[src/bdfl_pkg.sv]
// Shared types, constants and the majority vote function for the button debouncer.
package bdfl_pkg;

   localparam int SampleCount = 5;
   localparam int VoteMajority = 3;

   localparam logic [1:0] EDGE_NONE    = 2'd0;
   localparam logic [1:0] EDGE_PRESS   = 2'd1;
   localparam logic [1:0] EDGE_RELEASE = 2'd2;

   localparam logic [1:0] CSR_DEBOUNCE    = 2'd0;
   localparam logic [1:0] CSR_FLAP_WINDOW = 2'd1;
   localparam logic [1:0] CSR_FLAP_THRESH = 2'd2;
   localparam logic [1:0] CSR_LOCKOUT     = 2'd3;

   localparam logic [15:0] DEBOUNCE_RESET    = 16'd80;
   localparam logic [15:0] FLAP_WINDOW_RESET = 16'd1000;
   localparam logic [7:0]  FLAP_THRESH_RESET = 8'd8;
   localparam logic [31:0] LOCKOUT_RESET     = 32'd3000;

   localparam logic [7:0] FLAP_MAX = 8'hFF;

   typedef struct packed {
      logic [15:0] debounce_ms;
      logic [15:0] flap_window_ms;
      logic [7:0]  flap_threshold;
      logic [31:0] lockout_ms;
   } cfg_type;

   typedef struct packed {
      logic [1:0] edge_kind;
      logic       lockout_started;
      logic       stable_level;
      logic       in_lockout;
   } result_type;

   function automatic logic vote_pressed(input logic [SampleCount-1:0] bits);
      logic [2:0] n;
      n = 3'd0;
      for (int i = 0; i < SampleCount; i++) begin
         n = n + {2'd0, bits[i]};
      end
      return n >= 3'(VoteMajority);
   endfunction

endpackage

[src/bdfl_csr.sv]
// Configuration register file for the button debouncer.
module bdfl_csr
   import bdfl_pkg::*;
(
   input  logic        clock,
   input  logic        reset,
   input  logic        csr_valid,
   output logic        csr_ready,
   input  logic [1:0]  csr_index,
   input  logic [31:0] csr_wdata,
   output cfg_type     cfg
);

   cfg_type cfg_ff;

   assign csr_ready = 1'b1;
   assign cfg       = cfg_ff;

   always_ff @(posedge clock) begin
      if (reset) begin
         cfg_ff.debounce_ms    <= DEBOUNCE_RESET;
         cfg_ff.flap_window_ms <= FLAP_WINDOW_RESET;
         cfg_ff.flap_threshold <= FLAP_THRESH_RESET;
         cfg_ff.lockout_ms     <= LOCKOUT_RESET;
      end else if (csr_valid && csr_ready) begin
         unique case (csr_index)
            CSR_DEBOUNCE:    cfg_ff.debounce_ms    <= csr_wdata[15:0];
            CSR_FLAP_WINDOW: cfg_ff.flap_window_ms <= csr_wdata[15:0];
            CSR_FLAP_THRESH: cfg_ff.flap_threshold <= csr_wdata[7:0];
            CSR_LOCKOUT:     cfg_ff.lockout_ms     <= csr_wdata;
            default: ;
         endcase
      end
   end

endmodule

[src/bdfl_core.sv]
// Debounce state, flap counting and lockout logic for one transaction per cycle while step_en is high.
module bdfl_core
   import bdfl_pkg::*;
(
   input  logic                   clock,
   input  logic                   reset,
   input  logic                   step_en,
   input  logic [31:0]            now_ms,
   input  logic [SampleCount-1:0] raw_samples,
   input  cfg_type                cfg,
   output result_type             res
);

   logic        last_vote_ff, last_vote_in;
   logic        stable_ff, stable_in;
   logic [31:0] last_change_ff, last_change_in;
   logic [7:0]  flap_count_ff, flap_count_in;
   logic [31:0] window_start_ff, window_start_in;
   logic [31:0] lockout_until_ff, lockout_until_in;

   logic        vote;
   logic        locked;
   logic        win_close;
   logic        start;
   logic        lv_mid;
   logic        sp_mid;
   logic [31:0] lct_mid;
   logic [7:0]  fc_mid;
   logic [31:0] chg_el;
   logic        fast;
   logic [1:0]  edge_kind;

   always_comb begin
      vote      = vote_pressed(raw_samples);
      locked    = now_ms < lockout_until_ff;
      win_close = (now_ms - window_start_ff) >= {16'd0, cfg.flap_window_ms};
      start     = win_close && (flap_count_ff != 8'd0)
                  && (flap_count_ff >= cfg.flap_threshold);
      lv_mid    = start ? vote : last_vote_ff;
      sp_mid    = start ? vote : stable_ff;
      lct_mid   = start ? now_ms : last_change_ff;
      fc_mid    = win_close ? 8'd0 : flap_count_ff;
      chg_el    = now_ms - lct_mid;
      fast      = chg_el < {16'd0, cfg.debounce_ms};

      last_vote_in     = lv_mid;
      stable_in        = sp_mid;
      last_change_in   = lct_mid;
      flap_count_in    = fc_mid;
      window_start_in  = win_close ? now_ms : window_start_ff;
      lockout_until_in = start ? now_ms + cfg.lockout_ms : lockout_until_ff;
      edge_kind        = EDGE_NONE;

      if (vote != lv_mid) begin
         if (fast && fc_mid != FLAP_MAX) begin
            flap_count_in = fc_mid + 8'd1;
         end
         last_vote_in   = vote;
         last_change_in = now_ms;
      end else if (!fast && vote != sp_mid) begin
         stable_in = vote;
         edge_kind = vote ? EDGE_PRESS : EDGE_RELEASE;
      end

      if (locked) begin
         res.edge_kind       = EDGE_NONE;
         res.lockout_started = 1'b0;
         res.stable_level    = stable_ff;
         res.in_lockout      = 1'b1;
      end else begin
         res.edge_kind       = edge_kind;
         res.lockout_started = start;
         res.stable_level    = stable_in;
         res.in_lockout      = 1'b0;
      end
   end

   always_ff @(posedge clock) begin
      if (reset) begin
         last_vote_ff     <= 1'b0;
         stable_ff        <= 1'b0;
         last_change_ff   <= 32'd0;
         flap_count_ff    <= 8'd0;
         window_start_ff  <= 32'd0;
         lockout_until_ff <= 32'd0;
      end else if (step_en && !locked) begin
         last_vote_ff     <= last_vote_in;
         stable_ff        <= stable_in;
         last_change_ff   <= last_change_in;
         flap_count_ff    <= flap_count_in;
         window_start_ff  <= window_start_in;
         lockout_until_ff <= lockout_until_in;
      end
   end

   a_lock_holds: assert property (@(posedge clock) disable iff (reset)
      step_en && locked |=> $stable(stable_ff) && $stable(flap_count_ff))
      else $error("state changed during lockout");

   a_press_level: assert property (@(posedge clock) disable iff (reset)
      step_en && res.edge_kind == EDGE_PRESS |=> stable_ff)
      else $error("press edge without pressed level");

   a_start_no_edge: assert property (@(posedge clock) disable iff (reset)
      res.lockout_started |-> res.edge_kind == EDGE_NONE && !res.in_lockout)
      else $error("lockout start reported an edge");

   a_lock_end: assert property (@(posedge clock) disable iff (reset)
      step_en && res.lockout_started
      |=> lockout_until_ff == $past(now_ms + cfg.lockout_ms))
      else $error("lockout end time wrong");

endmodule

[src/button_debounce_flap_lockout.sv]
// Top level of the button debouncer with majority vote and flap lockout.
//
//   channel  direction  handshake              payload
//   req      in         req_valid/req_ready    req_now_ms, req_raw_samples
//   rsp      out        rsp_valid/rsp_ready    rsp_edge_kind, rsp_lockout_started,
//                                              rsp_stable_level, rsp_in_lockout
//   csr      in         csr_valid/csr_ready    csr_index, csr_wdata
//
// One transaction per cycle sustained while rsp_ready stays high; the req passes the input
// register, then the state update and the result register, before rsp_valid rises.
// The state update of one transaction feeds the next.
// Synchronous reset restores the register defaults and the released state.
// A stalled rsp holds the input register; req_ready follows rsp_ready through it.
module button_debounce_flap_lockout
   import bdfl_pkg::*;
(
   input  logic                   clock,
   input  logic                   reset,
   input  logic                   req_valid,
   output logic                   req_ready,
   input  logic [31:0]            req_now_ms,
   input  logic [SampleCount-1:0] req_raw_samples,
   output logic                   rsp_valid,
   input  logic                   rsp_ready,
   output logic [1:0]             rsp_edge_kind,
   output logic                   rsp_lockout_started,
   output logic                   rsp_stable_level,
   output logic                   rsp_in_lockout,
   input  logic                   csr_valid,
   output logic                   csr_ready,
   input  logic [1:0]             csr_index,
   input  logic [31:0]            csr_wdata
);

   cfg_type    cfg;
   result_type res;
   result_type rsp_ff;

   logic                   s1_valid_ff, s1_valid_in;
   logic [31:0]            s1_now_ff;
   logic [SampleCount-1:0] s1_raw_ff;
   logic                   rsp_valid_ff, rsp_valid_in;
   logic                   advance;
   logic                   req_fire;

   bdfl_csr u_csr (
      .clock     (clock),
      .reset     (reset),
      .csr_valid (csr_valid),
      .csr_ready (csr_ready),
      .csr_index (csr_index),
      .csr_wdata (csr_wdata),
      .cfg       (cfg)
   );

   bdfl_core u_core (
      .clock       (clock),
      .reset       (reset),
      .step_en     (advance),
      .now_ms      (s1_now_ff),
      .raw_samples (s1_raw_ff),
      .cfg         (cfg),
      .res         (res)
   );

   always_comb begin
      advance      = s1_valid_ff && (!rsp_valid_ff || rsp_ready);
      req_ready    = !s1_valid_ff || advance;
      req_fire     = req_valid && req_ready;
      s1_valid_in  = req_fire || (s1_valid_ff && !advance);
      rsp_valid_in = advance || (rsp_valid_ff && !rsp_ready);
   end

   always_ff @(posedge clock) begin
      if (reset) begin
         s1_valid_ff  <= 1'b0;
         rsp_valid_ff <= 1'b0;
      end else begin
         s1_valid_ff  <= s1_valid_in;
         rsp_valid_ff <= rsp_valid_in;
      end
   end

   always_ff @(posedge clock) begin
      if (req_fire) begin
         s1_now_ff <= req_now_ms;
         s1_raw_ff <= req_raw_samples;
      end
      if (advance) begin
         rsp_ff <= res;
      end
   end

   assign rsp_valid           = rsp_valid_ff;
   assign rsp_edge_kind       = rsp_ff.edge_kind;
   assign rsp_lockout_started = rsp_ff.lockout_started;
   assign rsp_stable_level    = rsp_ff.stable_level;
   assign rsp_in_lockout      = rsp_ff.in_lockout;

endmodule
[config.mk]
export PLATFORM = sky130hd
export DESIGN_NAME = button_debounce_flap_lockout
export DESIGN_NICKNAME = d
export VERILOG_FILES = /design/src/bdfl_pkg.sv /design/src/bdfl_csr.sv /design/src/bdfl_core.sv /design/src/button_debounce_flap_lockout.sv
export SDC_FILE = /design/constraint.sdc
export NUM_CORES = 1
export LEC_CHECK = 0
export BUFFER_PORTS_ARGS = -buffer_cell sky130_fd_sc_hd__buf_4
export CORE_MARGIN = 2
export CORE_UTILIZATION = 38
export CTS_CLUSTER_DIAMETER = 100
export CTS_CLUSTER_SIZE = 12
export DETAILED_ROUTE_END_ITERATION = 8
export HOLD_SLACK_MARGIN = 0.02
export PLACE_DENSITY = 0.56
export REMOVE_ABC_BUFFERS = 1
export SLEW_MARGIN = 15
export SYNTH_ARGS = -nofsm -noshare
export SYNTH_HDL_FRONTEND = slang
export SYNTH_SLANG_ARGS = --single-unit
[constraint.sdc]
create_clock -name clock -period 10.2 [get_ports clock]
set_clock_uncertainty 0.1 [all_clocks]
set_input_delay 2.04 -clock clock [delete_from_list [all_inputs] [get_ports clock]]
set_output_delay 2.04 -clock clock [all_outputs]
set_load 0.01 [all_outputs]
==> results of run 1 <==
==> registers in the layout, indices dropped and copies added, names as in the netlist, 2 cells and up <==
name                     count
rsp_edge_kind                2
s1_now_ff                   32
s1_raw_ff                    5
u_core.flap_count_ff         8
u_core.last_change_ff       32
u_core.lockout_until_ff     32
u_core.window_start_ff      32
u_csr.cfg                   72
==> Yosys cell counts (16+ instances only) <==
library cell | instances | area, µm²
clkbuf_1 | 75 | 282
a21o_1 | 47 | 353
xnor2_1 | 40 | 350
nor2_1 | 135 | 507
nor3_1 | 27 | 135
nand3_1 | 33 | 165
o21ai_0 | 64 | 320
and3_1 | 25 | 156
nand2_1 | 327 | 1230
a21oi_1 | 234 | 1170
inv_1 | 144 | 541
a211oi_1 | 16 | 120
ha_1 | 163 | 2040
o21a_1 | 18 | 135
xor2_1 | 24 | 210
nor2b_1 | 29 | 181
nand4_1 | 27 | 169
edfxtp_1 | 42 | 1260
dfxtp_1 | 180 | 3600
nand2b_1 | 27 | 169
mux2i_1 | 68 | 681
==> worst register-to-register path, delay by kind of cell (launching register included) <==
family | cells | cell delay, ns
buffers and inverters | 5 | 0.66
AO/OA/AOI/OAI | 21 | 3.47
multiplexers | 2 | 0.41
adder cells (fa/ha/maj) | 6 | 1.66
XOR/XNOR | 2 | 0.24
AND/OR/NAND/NOR | 16 | 3.12
flip-flops | 1 | 0.36
==> power breakdown <==
group / internal, mW / switching, mW
Clock: 0.420 / 0.353
Sequential: 0.928 / 0.0229
Combinational: 0.284 / 0.371
==> metrics by stage <==
| step | utilization (%) | instance area (µm²) |
|---|---|---|
| 3_5_place_dp | 43.3 | 17600 |
| 3_3_place_gp | 43.3 | 17600 |
| 6_report | 45.8 | 18600 |
| 4_1_cts | 45.5 | 18500 |
| 2_1_floorplan | - | 15300 |
| 5_1_grt | 45.8 | 18600 |
==> per-layer routing <==
metal / vias to the layer above / track usage (%) / wire [µm]
li1: 7221 / - / -
met1: 6694 / 31.3 / 22900
met2: 252 / 35.5 / 20900
met3: 65 / 2.04 / 1740
met4: 0 / 5.38 / 1000
met5: - / 0 / 0
==> logic make-up after synthesis <==
group,after synthesis
mux,78
fa+ha+maj,171
compound gates,488
flops,222
other cells,1
buf+inv,227
xor+xnor,65
simple gates,715
==> final timing paths <==
path | startpoint | end | slack, ns | cells after the start
setup / recovery | s1_now_ff[0] | u_core.stable_ff | 0.008 | 52
hold / removal | u_core.lockout_until_ff[6] | u_core.lockout_until_ff[6] | 0.35 | 2
setup reg to reg | s1_now_ff[0] | u_core.stable_ff | 0.008 | 52
hold reg to reg | u_core.lockout_until_ff[6] | u_core.lockout_until_ff[6] | 0.35 | 2
==> layout make-up <==
class                      count  area (µm²)
tap                          532         666
clock buffer                  33         623
inverter                     144         541
fill                        4088       22000
timing repair buffer         231        1750
multi-input combinational   1518       10200
clock inverter                 1        16.3
sequential                   222        4860
==> what timing repair did <==
item	4_1_cts	5_1_grt
hold buffers	0	0
setup buffers	12	6
gates resized for setup	41	26
setup endpoints to repair	12	12
pin swaps	35	44
endpoints found under the hold margin	0	0
==> impl_results.md, run 1 <==
- Tcrit/Tclk final: 99.9%
- RSZ-0062 raised after global routing: yes
- # DRC: 0
- Global-route usage over all layers: 21.9%
- Clk Latency, worst-skew pair: 0.55 ns
- Crit path DAT: 10.47 ns
- Post-route minimum period: 10.19 ns
- Adder and majority gate portion of the synthesized area: 13.9%
- Core area: 0.0406 mm²
- Port bufs: 82
- DIE HEIGHT: 207 µm
- Slowest stage cell, crit path: or4_4
- Syn. warnings: 0
- Ant. Diodes: 0
- Cells after Synth: 1967
- H-tree levels: 1
- Library cells used by synthesis: 88
- Pwr Total: 2.38 mW
- Peak supply drop: 0.000115 V
- Status: finished, final reports clean
- Die area: 0.0427 mm²
- GP Congestion: 0.910
- Routed Antenna Nets: 0
- XOR/XNOR Fraction of Synth Area: 3.70%
- Share of cells above drive strength 1: 15.8%
- Placed insts: 2630
- Clk root buf: clkbuf_16
- WHS: 0.350 ns
- Clock slew at the register clock pins of the worst setup and hold paths: 0.07 ns
- Final setup viols: 0
- Final hold vios: 0
- Commonest non-fill, non-tap cell in the layout: nand2_1
- Combinational family with the most area after synthesis: simple AND/OR/NAND/NOR gates
- Nets: 2383
- Fraction of synthesis flops using an asynchronous set or reset pin: 0%
- Finished Layout Cells: 2681
- Sequential share of the synthesized area: 31.2%
- Post-route setup TNS: 0 ns
- Syn-to-layout area delta: 19.4%
- CP startpoint kind: flip-flop
- Multiplexer share of the synthesized area: 5.18%
- Compound-Gate Fraction of Synth Area: 19.1%
- Final WS setup: 0.00768 ns
- Worst slack, placed: -0.924 ns
- CTS Buf Count: 22
- Via count: 14200
- Most frequent cells in the layout: nand2_1, buf_4, a21oi_1, dfxtp_1, ha_1
- Initial antenna violation count: 0
- Avg Cell Area, Syn: 7.93 µm²
- Slew HR: 25.8%
- Synth Area in Simple Gates: 21.4%
- Worst-path maximum fanout: 5
- Site row count: 74
- Vias in the first global route: 13800
- Prevailing post-synth register cell: dfxtp_1
- IO Pins: 84
- Post-synth EDFFs: 42
- Final global-route overflow total: 0
- Post-Synthesis Cell Area: 0.0156 mm²
- Worst path required time: 10.48 ns
- Die extent in x: 207 µm
- Worst slew pin tran: 1.11 ns
- Worst Setup Path Type: flip-flop to flip-flop
- TritonCTS clock tree: yes
- PD cells: 128 mW/mm²
- Clock Sinks: 222
- LEAKAGE: 7.66 nW
- Slew Viols, Final: 0
- Detailed Place HPWL: 35.6 mm
- Initial cell density of the core: 38.4%
- Max Freq: 98.1 MHz
- Hold Crit Class: flip-flop to flip-flop
- First-pass GRT wire length: 74.0 mm
- CP Buf/Inv Count: 5
- CP peak stage delay: 0.51 ns
- CTS Buffer Depth: 3
- Wire length per cell: 17.4 µm
- CP most frequent cell: a21oi_2
- Routed vias/inst: 5.31
- Pin count of the biggest net entering global routing: 111
- Number of synthesized register bits: 222
- First-pass detailed-route iteration total: 5
- Initial DRC Count: 799
- Crit. End Element: flip-flop
- Maximum capacitance violations: 0
- WL final: 46.5 mm
- CP delay by family, top: compound AO/OA/AOI/OAI gates
(Power assumes the default switching activity.)
==> inputs of run 2 (changes only) <==
--- a/config.mk
+++ b/config.mk
@@ -5,6 +5,7 @@
 export SDC_FILE = /design/constraint.sdc
 export NUM_CORES = 1
 export LEC_CHECK = 0
+export ABC_AREA = 1
 export BUFFER_PORTS_ARGS = -buffer_cell sky130_fd_sc_hd__buf_4
 export CORE_MARGIN = 2
 export CORE_UTILIZATION = 38
==> run 2 against run 1 <==
Largest cell class unchanged. Fmax is 25% higher. Synthesized area is 0.18% higher. Flip-flop and latch count is the same. Largest power group unchanged. Power is 4.5% higher. Clock-buffer cell count rose by 4. Worst setup slack improved by 2.0 ns. Non-clock buffer count shrank 140. Critical path depth decreased by 2.
==> impl_results.md, run 2 <==
- # DRC: 0
- Worst slack, placed: 2.06 ns
- CTS Buffer Depth: 3
- Crit path to: rsp_stable_level
- First-pass detailed-route iteration total: 8
- Max Freq: 123 MHz
- Status: finished, final reports clean
- Detailed Place HPWL: 34.9 mm
- Post-route minimum period: 8.15 ns
- Peak supply drop: 0.000101 V
- Sequential share of the synthesized area: 31.1%
- Reg2reg setup slack: 2.05 ns
- Die extent in x: 207 µm
- Global-route usage over all layers: 21.2%
- WL final: 44.9 mm
- Most frequent cells after synthesis: nand2_1, inv_1, a21oi_1
- Worst Reg-to-Reg Cells: 50
- Share of cells above drive strength 1: 7.52%
- Syn-to-layout area delta: 11.3%
- CP peak stage delay: 0.50 ns
- GRT busiest layer: met2
- Hold Crit Class: flip-flop to flip-flop
- CP most frequent cell: nand2_1
- Worst Setup Path Type: flip-flop to flip-flop
- Crit path DAT: 8.33 ns
- Count leader, synth: nand2_1
- Vias in the first global route: 13700
- Final global-route overflow total: 0
- Initial DRC Count: 757
- Library cells used by synthesis: 49
- Met3 Track Usage GR: 2.70%
- Tcrit/Tclk final: 79.9%
- Pwr Total: 2.48 mW
- Core area: 0.0407 mm²
- Clk root buf: clkbuf_16
- First-pass GRT wire length: 72.0 mm
- Clock slew at the register clock pins of the worst setup and hold paths: 0.06 ns
- GP Congestion: 0.878
- Worst path required time: 10.38 ns
- Routed Antenna Nets: 0
- Met2 Usage GRT: 36.6%
- Final hold vios: 0
- Crit. End Element: flip-flop
- Util after Layout: 42.7%
- Worst slew pin tran: 1.11 ns
- Prevailing post-synth register cell: dfxtp_1
- Top post-synthesis cells by area: dfxtp_1, ha_1, nand2_1
- Post-synth EDFFs: 42
- Slew HR: 25.7%
- Clock Sinks: 222
- H-tree levels: 1
- Met1 Track Usage GR: 28.0%
- Commonest non-fill, non-tap cell in the layout: nand2_1
- Die area: 0.0428 mm²
- Worst R2R End: rsp_stable_level
- Post-CTS setup buffers: 0
- CP startpoint kind: flip-flop
- CTS Buf Count: 22
- Post-CTS sizing: 0
- Routed vias/inst: 4.98
- IO Pins: 84
- Post-route setup TNS: 0 ns
- Nets: 2571
- Slew Viols, Final: 0
- Syn. warnings: 0
- Post-Synthesis Cell Area: 0.0156 mm²
- Port bufs: 82
- PD cells: 143 mW/mm²
- Slowest stage cell, crit path: edfxtp_1
- Fin area: 0.0174 mm²
- Max reg flops: 72
- Maximum capacitance violations: 0
- Hold_buf cts: 0
- Ant. Diodes: 0
- Initial cell density of the core: 38.4%
- Wire length per cell: 15.6 µm
- Fraction of synthesis flops using an asynchronous set or reset pin: 0%
- Pin count of the biggest net entering global routing: 88
- Yosys top cell area share: 23.0%
- LEAKAGE: 8.24 nW
- Most frequent cells in the layout: nand2_1, inv_1, a21oi_1, o21ai_0, dfxtp_1
- Placed cell area: 0.0168 mm²
- RSZ-0062 raised after global routing: no
- Avg Cell Area, Syn: 6.89 µm²
- DIE HEIGHT: 207 µm
- Clk Latency, worst-skew pair: 0.54 ns
- Dominant cell type by area after synthesis: dfxtp_1
- Critical path startpoint: s1_now_ff[1]
- Final setup viols: 0
- Initial antenna violation count: 0
- Site row count: 74
- Cells after Synth: 2270
- Via count: 14300
- # fillers: 4301
- RR Startpoint: s1_now_ff[1]
- Number of synthesized register bits: 222
- Worst-path maximum fanout: 28
- TritonCTS clock tree: yes
- Final WS setup: 2.05 ns
run 2: power breakdown:
group,total (mW),switching [mW],leakage (nW),internal (mW)
logic,0.732,0.464,6.06,0.269
registers,0.976,0.0322,1.88,0.943
clock network,0.776,0.359,0.304,0.418
run 2: worst min path at each step:
stage	startpoint	to	slack [ns]	cells past startpoint
after global routing	u_core.last_change_ff[17]	u_core.last_change_ff[17]	0.37	2
after CTS	u_core.last_change_ff[17]	u_core.last_change_ff[17]	0.35	2
after detailed placement	u_core.last_change_ff[17]	u_core.last_change_ff[17]	0.35	2
final	u_core.last_change_ff[17]	u_core.last_change_ff[17]	0.35	2
after global placement	u_core.last_change_ff[18]	u_core.last_change_ff[18]	0.34	2
after floorplan	u_core.lockout_until_ff[28]	u_core.lockout_until_ff[28]	0.33	2
run 2: cell type report:
cell class | instances | area (µm²) | area share [%]
Timing Repair Buffer | 91 | 683 | 3.92
Multi-Input combinational cell | 1602 | 9100 | 52.3
Inverter | 388 | 1460 | 8.38
Clock buffer | 37 | 628 | 3.61
Clock inverter | 1 | 8.76 | 0.0503
Tap cell | 532 | 666 | 3.82
Sequential cell | 222 | 4860 | 27.9
run 2: per-stage QoR:
| step | std cells | hold WS, ns |
|---|---|---|
| finish | 2873 | 0.353 |
| global route | 2873 | 0.370 |
| CTS | 2873 | 0.355 |
| detailed placement | 2835 | 0.345 |
| global placement | 2835 | 0.339 |
| floorplan | 2212 | 0.330 |
run 2: per-layer routing:
metal,share of wire [%],up-vias
met1,47,6548
met2,47,205
met4,2.5,0
met3,4.0,59
met5,0,-
li1,-,7509
run 2: worst max-delay path: cells and delay by family, from the launching register on:
kind	cells	cell delay, ns
XOR/XNOR	2	0.33
flip-flops	1	0.50
buffers and inverters	5	0.47
adder cells (fa/ha/maj)	5	1.63
AND/OR/NAND/NOR	30	3.46
AO/OA/AOI/OAI	8	1.38
run 2: cells by family after synthesis:
kind of cell / synth area share (%)
buf+inv: 10.8
flops: 31.1
fa+ha+maj: 13.7
other cells: 0.0240
xor+xnor: 3.36
simple gates: 23.3
compound gates: 17.7
